<file path="src/sv/suse_pkg.sv">
// shared types and constants of the sorted unique set engine
`default_nettype none

package suse_pkg;

  localparam int unsigned CAPACITY = 64;
  localparam int unsigned CNT_W    = $clog2(CAPACITY + 1);
  localparam int unsigned KEY_W    = 32;
  localparam int unsigned FUNC_W   = 2;
  localparam int unsigned COUNT_OUT_W = 7;

  // beat layouts
  localparam int unsigned IN_DATA_W  = 40;
  localparam int unsigned OUT_DATA_W = 16;

  typedef enum logic [FUNC_W-1:0] {
    OP_INSERT = 2'd0,
    OP_SEARCH = 2'd1,
    OP_REMOVE = 2'd2
  } op_e;

  typedef enum logic [1:0] {
    ST_IDLE  = 2'b01,
    ST_APPLY = 2'b10
  } state_e;

  // shift command broadcast to every cell
  typedef struct packed {
    logic                    ins;
    logic                    rem;
    logic signed [KEY_W-1:0] key;
  } cell_ctrl_t;

endpackage : suse_pkg

`default_nettype wire

</file>
<file path="src/sv/suse_cell.sv">
// one compare-and-shift cell of the sorted key chain
`default_nettype none

module suse_cell
  import suse_pkg::*;
(
  input  wire logic                    clk_i,
  input  wire logic                    rst_ni,
  input  wire logic                    cmp_en_i,
  input  wire logic signed [KEY_W-1:0] cmp_key_i,
  input  wire cell_ctrl_t              ctrl_i,
  input  wire logic signed [KEY_W-1:0] left_key_i,
  input  wire logic                    left_occ_i,
  input  wire logic                    left_lt_i,
  input  wire logic signed [KEY_W-1:0] right_key_i,
  input  wire logic                    right_occ_i,
  output logic signed [KEY_W-1:0]      key_o,
  output logic                         occ_o,
  output logic                         lt_o,
  output logic                         eq_o
);

  logic signed [KEY_W-1:0] key_q, key_d;
  logic                    occ_q, occ_d;
  logic                    lt_q, eq_q;

  always_comb begin
    key_d = key_q;
    occ_d = occ_q;
    if (ctrl_i.ins && !lt_q) begin
      if (left_lt_i) begin
        // first cell not below the key takes the new key
        key_d = ctrl_i.key;
        occ_d = 1'b1;
      end else begin
        key_d = left_key_i;
        occ_d = left_occ_i;
      end
    end else if (ctrl_i.rem && !lt_q) begin
      key_d = right_key_i;
      occ_d = right_occ_i;
    end
  end

  always_ff @(posedge clk_i) begin
    key_q <= key_d;
  end

  always_ff @(posedge clk_i or negedge rst_ni) begin
    if (!rst_ni) begin
      occ_q <= 1'b0;
      lt_q  <= 1'b0;
      eq_q  <= 1'b0;
    end else begin
      occ_q <= occ_d;
      if (cmp_en_i) begin
        lt_q <= occ_q && (key_q < cmp_key_i);
        eq_q <= occ_q && (key_q == cmp_key_i);
      end
    end
  end

  assign key_o = key_q;
  assign occ_o = occ_q;
  assign lt_o  = lt_q;
  assign eq_o  = eq_q;

endmodule : suse_cell

`default_nettype wire

</file>
<file path="config.mk">
export PLATFORM = sky130hd
export DESIGN_NAME = suse_cell
export DESIGN_NICKNAME = d
export VERILOG_FILES = /design/src/sv/suse_pkg.sv /design/src/sv/suse_cell.sv
export SDC_FILE = /design/constraint.sdc
export NUM_CORES = 1
export LEC_CHECK = 0
export CAP_MARGIN = 30
export CORE_AREA = 2 2 67 69
export CTS_CLUSTER_DIAMETER = 100
export DETAILED_ROUTE_END_ITERATION = 10
export DIE_AREA = 0 0 69 71
export DONT_BUFFER_PORTS = 1
export PLACE_DENSITY = 0.76
export SETUP_SLACK_MARGIN = 0.02
export SLEW_MARGIN = 0
export SYNTH_ARGS = -nofsm -noshare
export SYNTH_HDL_FRONTEND = slang
export SYNTH_SLANG_ARGS = --single-unit
</file>
<file path="constraint.sdc">
create_clock -name clk_i -period 3 [get_ports clk_i]
set_input_delay 0 -clock clk_i [delete_from_list [all_inputs] [get_ports clk_i]]
set_output_delay 0 -clock clk_i [all_outputs]
set_load 0.01 [all_outputs]
</file>
-- Word-level counts from Yosys, hierarchy flattened
Cells that the tools add are included.
- bits in registers: 35
- output and inout bits: 35
- word-level logic and storage cells: 18
- magnitude comparators: 1
- equality and inequality tests: 1
- multiplexer cells: 6
- reductions and logical operators: 6
- operators by type and width (kind ; count):
    two-way mux 32 bit ; 3
    equality test 32 bit ; 1
    < comparator 32 bit ; 1
    logical AND 1 bit ; 4
    two-way mux 1 bit ; 3
    nonzero test 2 bit ; 1
    logical NOT 1 bit ; 1

-- Logic depth before layout (Yosys ltp)
Gate-level depths: netlist of run 1.
- depth in word-level cells: 4
- mapped depth: 8
- mapped depth without buffers: 8

-- Worst setup path before layout of run 1
No wires, ideal clock.
- kind: reg-to-reg
- start: register lt_q, in the netlist lt_o
- end: register occ_q, in the netlist occ_o
- library setup time: 74 ps
- data arrival time: 2219 ps
- data required time: 2926 ps
- setup slack: 707 ps
- cell stages (with the launch flop): 4
- buffers on the path: 0
- period minus slack after synthesis: 2293 ps
- cell sequence: dfrtp_1 > nor2_1 > o311ai_1 > nand2_1
- word-level cells in the longest chain between the ends: 3
- RTL lines (element ; line ; text):
    start, declared ; suse_cell.sv:25 ; logic lt_q, eq_q;
    start signal, assigned ; suse_cell.sv:57 ; lt_q <= occ_q && (key_q < cmp_key_i);
    logical NOT 1 bit * ; suse_cell.sv:30, suse_cell.sv:39 ;
    logical AND 1 bit, on equally long branches ; suse_cell.sv:30, suse_cell.sv:39 ;
    two-way mux 1 bit / nonzero test 2 bit (equally long branches) ; - ;
    end signal, assigned ; suse_cell.sv:51 ; occ_q <= 1'b0;
    end signal, assigned ; suse_cell.sv:55 ; occ_q <= occ_d;
    end, declared ; suse_cell.sv:24 ; logic occ_q, occ_d;
Mark *: on every way between the ends. The rest lies on a longest branch, timed or not.
A chain may end at the register's enable or synchronous reset.

-- Worst setup path in the final report of run 1
Ends and elaborated chain as after synthesis.

==> flow_metrics.tcl, run 1 <==
set metrics [dict create \
    row_count 24 \
    power_density_nw_per_um2 624 \
    tritoncts "built" \
    hold_viol 0 \
    synth_cell_type_count 32 \
    floorplan.die.height_um 71 \
    fillerInstances 258 \
    diodes 0 \
    critical_path.startpoint "lt_o$_DFFE_PN0P_" \
    die_x_um 69 \
    reg2reg_setup_slack_ns 0.20 \
    most-common-layout-cells "sky130_fd_sc_hd__dlygate4sd3_1, sky130_fd_sc_hd__nand2_1, sky130_fd_sc_hd__inv_1" \
    setup_crit_start_kind "register" \
    port_buffer_count 0 \
    final-instance-count-excl-fill 388 \
    design.die.area_um2 4900 \
    number_of_antenna_violations_at_the_first_check_in_global_routing 0 \
    dp_cells 315 \
    maxCapViolCount 0 \
    cts-htree-levels 2 \
    cts_buffer_depth 2 \
    num-nets-final 503 \
    class_of_the_tightest_hold_or_removal_check "primary input to register" \
    area_growth_syn_to_layout_pct 30.3 \
    fin_total_pwr_uw 2100 \
    synthesis.instances 272 \
    static_leakage_uw 0.00155 \
    worst_setup_path_endpoint "occ_o$_DFFE_PN0P_" \
    rsz_0062_raised_after_global_routing "no" \
    detail_route.vias_per_cell 5.94 \
    cts_buffers 5 \
    grt_max_degree 41 \
    critPathRequiredTime_ns 3.23 \
    postSynthAreaPerCell_um2 9.47 \
    worst_r2r_startpoint "lt_o$_DFFE_PN0P_" \
    grt_first_pass_wirelength_um 11600 \
    maxClockFrequency_mhz 357 \
    post_cts_buffers 0 \
    grt.total_usage 0.306 \
    layout_cells_sized_above_1 0.0446 \
    grt_overflow 0 \
    final_core_util 0.798 \
    core_um2 4200 \
    critPathCaptureType "register" \
    dp_hpwl_um 4570 \
    period_minus_slack_ns 2.80 \
    worstSetupPathType "register to register" \
    ant_nets 0 \
    vdd_ir_drop_max_mv 0.487 \
    yosys_warnings 0 \
    reg2regPathDepth 5 \
    synth_top_cell_area_share 0.373 \
    cts_num_sinks 35 \
    cells_taking_the_most_area_after_synthesis "sky130_fd_sc_hd__edfxtp_1, sky130_fd_sc_hd__ha_1, sky130_fd_sc_hd__mux2i_1" \
    grt_pass1_vias 2408 \
    yosys_register_bits 35 \
    floorplan.initialDensity 0.613 \
    wl_um 7590 \
    drt_pass1_iterations 4 \
    ys_seq_area_frac 0.402 \
    setup_tns_ns 0 \
    run_status "finished clean" \
    route.detailed.drc 0 \
    synthesis.nets 440 \
    ioPinCount 171 \
    globalplace.congestion 0.780 \
    timing.final.max_slew_violations 0 \
    clock_tree.root_cell "sky130_fd_sc_hd__clkbuf_8" \
    worst_slew_pin_slew_ns 0.973 \
    worst-endpoint-arrival_ns 3.03 \
    detail_route.wl_per_cell_um 19.6 \
    post_synth_instance_area_um2 2570 \
    yosys.area.top_type "sky130_fd_sc_hd__edfxtp_1" \
    fin_skew_ns 0.00886 \
    routed-via-count 2305 \
    mostFrequentLayoutCell "sky130_fd_sc_hd__dlygate4sd3_1" \
    final_min_period_over_clock_period 0.933 \
    worst_reg2reg_path_endpoint "occ_o$_DFFE_PN0P_" \
    slew_headroom 0.350 \
    worst_setup_hold_path_clk_slew_ns 0.07 \
    setup_viol 0 \
    clock_latency_ns 0.29 \
    first_iteration_detailed_routing_drc_count 158 \
    worst-path-max-fanout 33 \
]
[synthesized netlist by cell type, drive strengths merged]
| master | n |
|---|---|
| a221oi | 1 |
| o211ai | 1 |
| buf | 5 |
| a211oi | 1 |
| clkbuf | 6 |
| a41oi | 1 |
| a221o | 1 |
| nor2 | 6 |
| o311ai | 1 |
| dfrtp | 3 |
| nor4 | 2 |
| or2 | 1 |
| nand2b | 2 |
| edfxtp | 32 |
| and2 | 1 |
| a21o | 2 |
| inv | 35 |
| nor2b | 1 |
| nand2 | 43 |
| nand4 | 6 |
| mux2i | 32 |
| o21ai | 38 |
| o22ai | 1 |
| a21oi | 15 |
| nand3 | 3 |
| ha | 32 |
[registers in the layout, indices dropped and copies added (netlist names)]
| register | flops |
|---|---|
| lt_o | 1 |
| occ_o | 1 |
| key_o | 32 |
| eq_o | 1 |
[worst max-delay path, stage by stage, from the launching register on]
cell	delay (ns)
sky130_fd_sc_hd__dfrtp_1	0.49
sky130_fd_sc_hd__nor2_4	0.80
sky130_fd_sc_hd__o311ai_1	0.24
sky130_fd_sc_hd__dlygate4sd3_1	0.62
sky130_fd_sc_hd__nand2_1	0.06
sky130_fd_sc_hd__dlygate4sd3_1	0.53
[cells by family (layout without fill, tap and decap cells)]
| group | after synthesis | after routing | synth area share |
|---|---|---|---|
| AND/OR/NAND/NOR | 65 | 65 | 0.115 |
| flip-flops | 35 | 35 | 0.402 |
| AO/OA/AOI/OAI | 62 | 62 | 0.134 |
| buffers and inverters | 46 | 110 | 0.0690 |
| multiplexers | 32 | 32 | 0.124 |
| adder cells (fa/ha/maj) | 32 | 32 | 0.155 |
[power by group]
part           leakage, µW  internal, µW  switching (µW)
clock            0.0000422           163             173
sequential        0.000361           756             191
combinational      0.00115           400             413
total              0.00155          1320             777
[timing repair]
item	in CTS	in global routing
hold buffers	65	0
gates resized for setup	0	1
endpoints found under the hold margin	38	0
endpoints found under the setup margin	0	1
[area by class of cell]
class | instances | area, µm² | area share
Timing Repair Buffer | 67 | 666 | 0.198
Inverter | 35 | 131 | 0.0391
Multi-Input combinational cell | 191 | 1380 | 0.410
Tap cell | 52 | 65.1 | 0.0194
Sequential cell | 35 | 1040 | 0.309
Clock inverter | 1 | 5.00 | 0.00149
Clock buffer | 7 | 76.3 | 0.0227
[per-layer routing]
layer,vias up,GRT usage,wire [µm]
met4,0,0.105,138
met5,-,0,0
met2,137,0.584,4150
li1,1089,-,-
met1,1060,0.320,2640
met3,19,0.0869,660
[metrics by stage]
step                      hold slack (ns)  area, µm²  setup slack [ns]
after CTS                         0.00135       3350             0.197
after global placement             -0.295       2620              1.08
final                             0.00671       3360             0.201
after detailed placement           -0.295       2620              1.06
after global routing               0.0279       3360            0.0463
after floorplan                    -0.296       2570             0.707
[worst min-delay path by stage]
| stage | startpoint | to | slack (ns) | cells after the start |
|---|---|---|---|---|
| CTS | left_key_i[31] | key_o[31]$_DFFE_PP_ | 0.001 | 2 |
| global route | left_key_i[31] | key_o[31]$_DFFE_PP_ | 0.03 | 2 |
| global placement | rst_ni | occ_o$_DFFE_PN0P_ | -0.30 | 0 |
| finish | left_key_i[10] | key_o[10]$_DFFE_PP_ | 0.007 | 2 |
| detailed placement | rst_ni | lt_o$_DFFE_PN0P_ | -0.30 | 0 |
| floorplan | rst_ni | eq_o$_DFFE_PN0P_ | -0.30 | 0 |
Power figures use the tool's default switching activity.
==> run 2, diff against run 1 <==
Settings changed: HOLD_SLACK_MARGIN from default to 0.12, TNS_END_PERCENT from default to 10.
==> flow_metrics.tcl, run 2 (synthesis gave the netlist of run 1 again) <==
set metrics [dict create \
    critical_path.top_delay_family "buffers and inverters" \
    final_core_util 0.810 \
    crit_slowest_cell "sky130_fd_sc_hd__nor2_4" \
    most-common-layout-cells "sky130_fd_sc_hd__dlygate4sd3_1, sky130_fd_sc_hd__nand2_1, sky130_fd_sc_hd__inv_1" \
    reg2regPathDepth 5 \
    fin_total_pwr_uw 2120 \
    mostFrequentLayoutCell "sky130_fd_sc_hd__dlygate4sd3_1" \
    static_leakage_uw 0.00158 \
    rsz_0062_raised_after_global_routing "no" \
    power_density_nw_per_um2 623 \
    setup_crit_start_kind "register" \
    die_x_um 69 \
    critPathCaptureType "register" \
    worst-path-buf-inv 2 \
    setup_tns_ns 0 \
    worst_reg2reg_path_endpoint "occ_o$_DFFE_PN0P_" \
    setup_viol 0 \
    detail_route.vias_per_cell 5.91 \
    maxCapViolCount 0 \
    worst_slew_pin_slew_ns 0.961 \
    worst-endpoint-arrival_ns 3.03 \
    grt_overflow 0 \
    number_of_antenna_violations_at_the_first_check_in_global_routing 0 \
    clock_tree.root_cell "sky130_fd_sc_hd__clkbuf_8" \
    core_um2 4200 \
    slew_headroom 0.358 \
    cts_num_sinks 35 \
    timing.critical_path.slowest_cell_delay_ns 0.79 \
    holdCritStartpoint "cmp_key_i[16]" \
    worst-path-max-fanout 33 \
    first_iteration_detailed_routing_drc_count 152 \
    dp_hpwl_um 4570 \
    route.detailed.drc 0 \
    globalplace.congestion 0.780 \
    floorplan.die.height_um 71 \
    layout_cells_sized_above_1 0.0440 \
    maxClockFrequency_mhz 358 \
    worst_r2r_startpoint "lt_o$_DFFE_PN0P_" \
    drt_pass1_iterations 4 \
    timing.final.max_slew_violations 0 \
    post_cts_buffers 0 \
    run_status "finished clean" \
    cts_buffer_depth 2 \
    port_buffer_count 0 \
    routed-via-count 2323 \
    final_min_period_over_clock_period 0.931 \
    tritoncts "built" \
    critPathRequiredTime_ns 3.23 \
    detail_route.wl_per_cell_um 19.1 \
    vdd_ir_drop_max_mv 0.490 \
    largest_reg_flops 32 \
    design.die.area_um2 4900 \
    grt_first_pass_wirelength_um 11500 \
    postPlaceCellArea_um2 2620 \
    grt_pass1_vias 2456 \
    cp_cell_sequence "nor2_4 -> o311ai_1 -> dlygate4sd3_1 -> nand2_1 -> dlygate4sd3_1" \
    class_of_the_tightest_hold_or_removal_check "primary input to register" \
    cts-htree-levels 2 \
    worst_setup_hold_path_clk_slew_ns 0.07 \
    grt.total_usage 0.305 \
    row_count 24 \
    worstSetupPathType "register to register" \
    ioPinCount 171 \
    reg2reg_setup_slack_ns 0.21 \
    fin_skew_ns 0.00690 \
    ant_nets 0 \
    clock_latency_ns 0.29 \
    critical_path.most_common_cell "sky130_fd_sc_hd__dlygate4sd3_1" \
    num-nets-final 508 \
    floorplan.initialDensity 0.613 \
    design_area_um2 3410 \
    cts_buffers 5 \
    area_growth_syn_to_layout_pct 32.3 \
    period_minus_slack_ns 2.79 \
    hold_viol 0 \
    diodes 0 \
    wl_um 7520 \
    worst_hold_path.num_cells 4 \
    min_delay_worst_endpoint "eq_o$_DFFE_PN0P_" \
    grt_max_degree 41 \
]
## run 2: cell count changes in the layout (fill, tap and decap cells not counted)
cell	previous run	this run
sky130_fd_sc_hd__dlygate4sd3_1	65	70
## run 2: where the power goes
part / switching (µW) / total, µW / internal, µW
sequential: 191 / 946 / 755
clock: 175 / 338 / 163
combinational: 417 / 838 / 421
total: 783 / 2120 / 1340
## run 2: worst max path at each step
stage	startpoint	cells past startpoint	to	slack (ns)
finish	lt_o$_DFFE_PN0P_	5	occ_o$_DFFE_PN0P_	0.21
CTS	lt_o$_DFFE_PN0P_	5	occ_o$_DFFE_PN0P_	0.20
detailed placement	key_o[31]$_DFFE_PP_	6	lt_o$_DFFE_PN0P_	1.06
global placement	key_o[31]$_DFFE_PP_	6	lt_o$_DFFE_PN0P_	1.08
floorplan	lt_o$_DFFE_PN0P_	3	occ_o$_DFFE_PN0P_	0.71
global route	lt_o$_DFFE_PN0P_	5	occ_o$_DFFE_PN0P_	0.05
## run 2: what timing repair did
action                                  in CTS  in global routing
hold buffers                                70                  0
endpoints found under the setup margin       0                  1
hold endpoints to repair                    38                  0
gates resized for setup                      0                  1
## run 2: through the flow
stage | worst slack, ns | cells | hold WS (ns)
CTS | 0.197 | 393 | 0.185
floorplan | 0.707 | 272 | -0.296
detailed placement | 1.06 | 315 | -0.295
global placement | 1.08 | 315 | -0.295
global route | 0.0476 | 393 | 0.233
finish | 0.207 | 393 | 0.187
## run 2: layout make-up
cell class / count / area, µm²
timing repair buffer: 72 / 716
fill: 247 / 798
inverter: 35 / 131
sequential: 35 / 1040
clock inverter: 1 / 5.00
multi-input combinational: 191 / 1380
tap: 52 / 65.1
clock buffer: 7 / 76.3
## run 2: tightest hold or removal path: cells and delay by family
| family | cells | cell delay, ns |
|---|---|---|
| and+or+nand+nor | 1 | 0.12 |
| AOI/OAI and AO/OA | 1 | 0.14 |
| adders and majority gates | 1 | 0.13 |
| buffers and inverters | 1 | 0.04 |
## run 2: routing by layer
layer	wire, µm	GRT usage	vias to the layer above	share of wire
met1	2680	0.316	1091	0.36
li1	-	-	1100	-
met3	606	0.0855	17	0.081
met5	0	0	-	0
met2	4090	0.582	115	0.54
met4	149	0.111	0	0.020
==> run 3, diff against run 2 <==
==> constraint.sdc (replaced) <==
create_clock -name clk_i -period 3 [get_ports clk_i]
set_input_delay 0 -clock clk_i [delete_from_list [all_inputs] [get_ports clk_i]]
set_output_delay 0 -clock clk_i [all_outputs]
set_load 0.02 [all_outputs]
==> flow_metrics.tcl, run 3 (synthesis gave the netlist of run 1 again) <==
set metrics [dict create \
    run_status "finished clean" \
    core_um2 4200 \
    area_growth_syn_to_layout_pct 32.8 \
    maxClockFrequency_mhz 355 \
    critical_path.most_common_cell "sky130_fd_sc_hd__dlygate4sd3_1" \
    worst_setup_hold_path_clk_slew_ns 0.07 \
    floorplan.die.height_um 71 \
    vdd_ir_drop_max_mv 0.457 \
    mostFrequentLayoutCell "sky130_fd_sc_hd__dlygate4sd3_1" \
    ioPinCount 171 \
    worst_hold_path.num_cells 4 \
    fin_total_pwr_uw 2270 \
    post_cts_resize_count 0 \
    route.detailed.drc 0 \
    routed-via-count 2331 \
    first_iteration_detailed_routing_drc_count 131 \
    most-common-layout-cells "sky130_fd_sc_hd__dlygate4sd3_1, sky130_fd_sc_hd__nand2_1, sky130_fd_sc_hd__inv_1" \
    rsz_0062_raised_after_global_routing "no" \
    critPathRequiredTime_ns 3.22 \
    dp_hpwl_um 4520 \
    hold_viol 0 \
    min_delay_worst_endpoint "eq_o$_DFFE_PN0P_" \
    holdCritStartpoint "cmp_key_i[16]" \
    postPlaceCellArea_um2 2620 \
    worst_slew_pin_slew_ns 0.940 \
    detail_route.vias_per_cell 5.93 \
    largest_reg_flops 32 \
    worstSetupPathType "register to register" \
    number_of_antenna_violations_at_the_first_check_in_global_routing 0 \
    cts_buffers 5 \
    cts_num_sinks 35 \
    postLayoutSetupSlackWorst_ns 0.185 \
    grt_max_degree 34 \
    reg2regPathDepth 5 \
    crit_slowest_cell "sky130_fd_sc_hd__nor2_4" \
    ant_nets 0 \
    static_leakage_uw 0.00158 \
    setup_tns_ns 0 \
    setup_viol 0 \
    clock_tree.root_cell "sky130_fd_sc_hd__clkbuf_8" \
    class_of_the_tightest_hold_or_removal_check "primary input to register" \
    fin_skew_ns 0.00418 \
    grt.total_usage 0.305 \
    grt_pass1_vias 2503 \
    cts_buffer_depth 2 \
    clock_latency_ns 0.28 \
    post_cts_buffers 0 \
    worst_reg2reg_path_endpoint "occ_o$_DFFE_PN0P_" \
    layout_cells_sized_above_1 0.0469 \
    final_min_period_over_clock_period 0.938 \
    worst-endpoint-arrival_ns 3.04 \
    grt_overflow 0 \
    final.hold.worst_slack_ns 0.205 \
    critical_path.top_delay_family "buffers and inverters" \
    maxCapViolCount 0 \
    critPathCaptureType "register" \
    grt_first_pass_wirelength_um 11600 \
    wl_um 7480 \
    design_area_um2 3420 \
    cp_cell_sequence "nor2_4 -> o311ai_1 -> dlygate4sd3_1 -> nand2_1 -> dlygate4sd3_1" \
    diodes 0 \
    tritoncts "built" \
    cts-htree-levels 2 \
    row_count 24 \
    worst_r2r_startpoint "lt_o$_DFFE_PN0P_" \
    worst-path-max-fanout 33 \
    setup_crit_start_kind "register" \
    slew_headroom 0.372 \
    detail_route.wl_per_cell_um 19.0 \
    floorplan.initialDensity 0.613 \
    period_minus_slack_ns 2.82 \
    timing.final.max_slew_violations 0 \
    power_density_nw_per_um2 663 \
    timing.critical_path.slowest_cell_delay_ns 0.77 \
    port_buffer_count 0 \
    design.die.area_um2 4900 \
    drt_pass1_iterations 4 \
    reg2reg_setup_slack_ns 0.18 \
    worst-path-buf-inv 2 \
    globalplace.congestion 0.786 \
    die_x_um 69 \
    placement.setup.worst_slack_ns 0.968 \
    num-nets-final 508 \
]
## run 3: cell count changes in the layout (fill, tap and decap cells not counted)
cell                       delta
sky130_fd_sc_hd__clkbuf_8     +2
sky130_fd_sc_hd__clkbuf_1     -1
sky130_fd_sc_hd__clkinv_2     -1
sky130_fd_sc_hd__nand2b_2     +1
sky130_fd_sc_hd__nand2b_4     -1
## run 3: layer usage
layer  GRT usage  wire length, µm  up-vias  part of all wire
li1            -                -     1102                 -
met1       0.318             2670     1079              0.36
met2       0.564             3960      127              0.53
met3      0.0912              614       23             0.082
met4       0.137              238        0             0.032
met5           0                0        -                 0
## run 3: layout make-up
type | count | area [µm²]
Tap cell | 52 | 65.1
Multi-Input combinational cell | 191 | 1370
Inverter | 35 | 131
Clock buffer | 8 | 100
Sequential cell | 35 | 1040
Timing Repair Buffer | 72 | 716
Fill cell | 247 | 785
## run 3: worst max-delay path by stage
stage | startpoint | end | slack [ns] | cells after the start
floorplan | lt_o$_DFFE_PN0P_ | occ_o$_DFFE_PN0P_ | 0.65 | 3
global placement | key_o[31]$_DFFE_PP_ | lt_o$_DFFE_PN0P_ | 1.00 | 6
finish | lt_o$_DFFE_PN0P_ | occ_o$_DFFE_PN0P_ | 0.18 | 5
detailed placement | key_o[31]$_DFFE_PP_ | lt_o$_DFFE_PN0P_ | 0.97 | 6
CTS | lt_o$_DFFE_PN0P_ | occ_o$_DFFE_PN0P_ | 0.19 | 5
global route | lt_o$_DFFE_PN0P_ | occ_o$_DFFE_PN0P_ | 0.04 | 5
## run 3: tightest hold or removal path, delay by kind of cell
kind / cells / cell delay [ns]
AND/OR/NAND/NOR: 1 / 0.12
buffers and inverters: 1 / 0.04
AO/OA/AOI/OAI: 1 / 0.15
adder cells (fa/ha/maj): 1 / 0.13
## run 3: repair_timing
item,in CTS,in global routing
hold buffers,70,0
endpoints found under the setup margin,0,1
hold endpoints to repair,38,0
## run 3: through the flow
step | utilization | cells
2_1_floorplan | - | 272
3_3_place_gp | 0.623 | 315
3_5_place_dp | 0.623 | 315
4_1_cts | 0.813 | 393
5_1_grt | 0.813 | 393
6_report | 0.813 | 393
## run 3: report_power, final
| group | switching (µW) | internal (µW) | leakage (µW) |
|---|---|---|---|
| clock network | 169 | 210 | 0.0000515 |
| registers | 294 | 758 | 0.000361 |
| logic | 422 | 416 | 0.00117 |
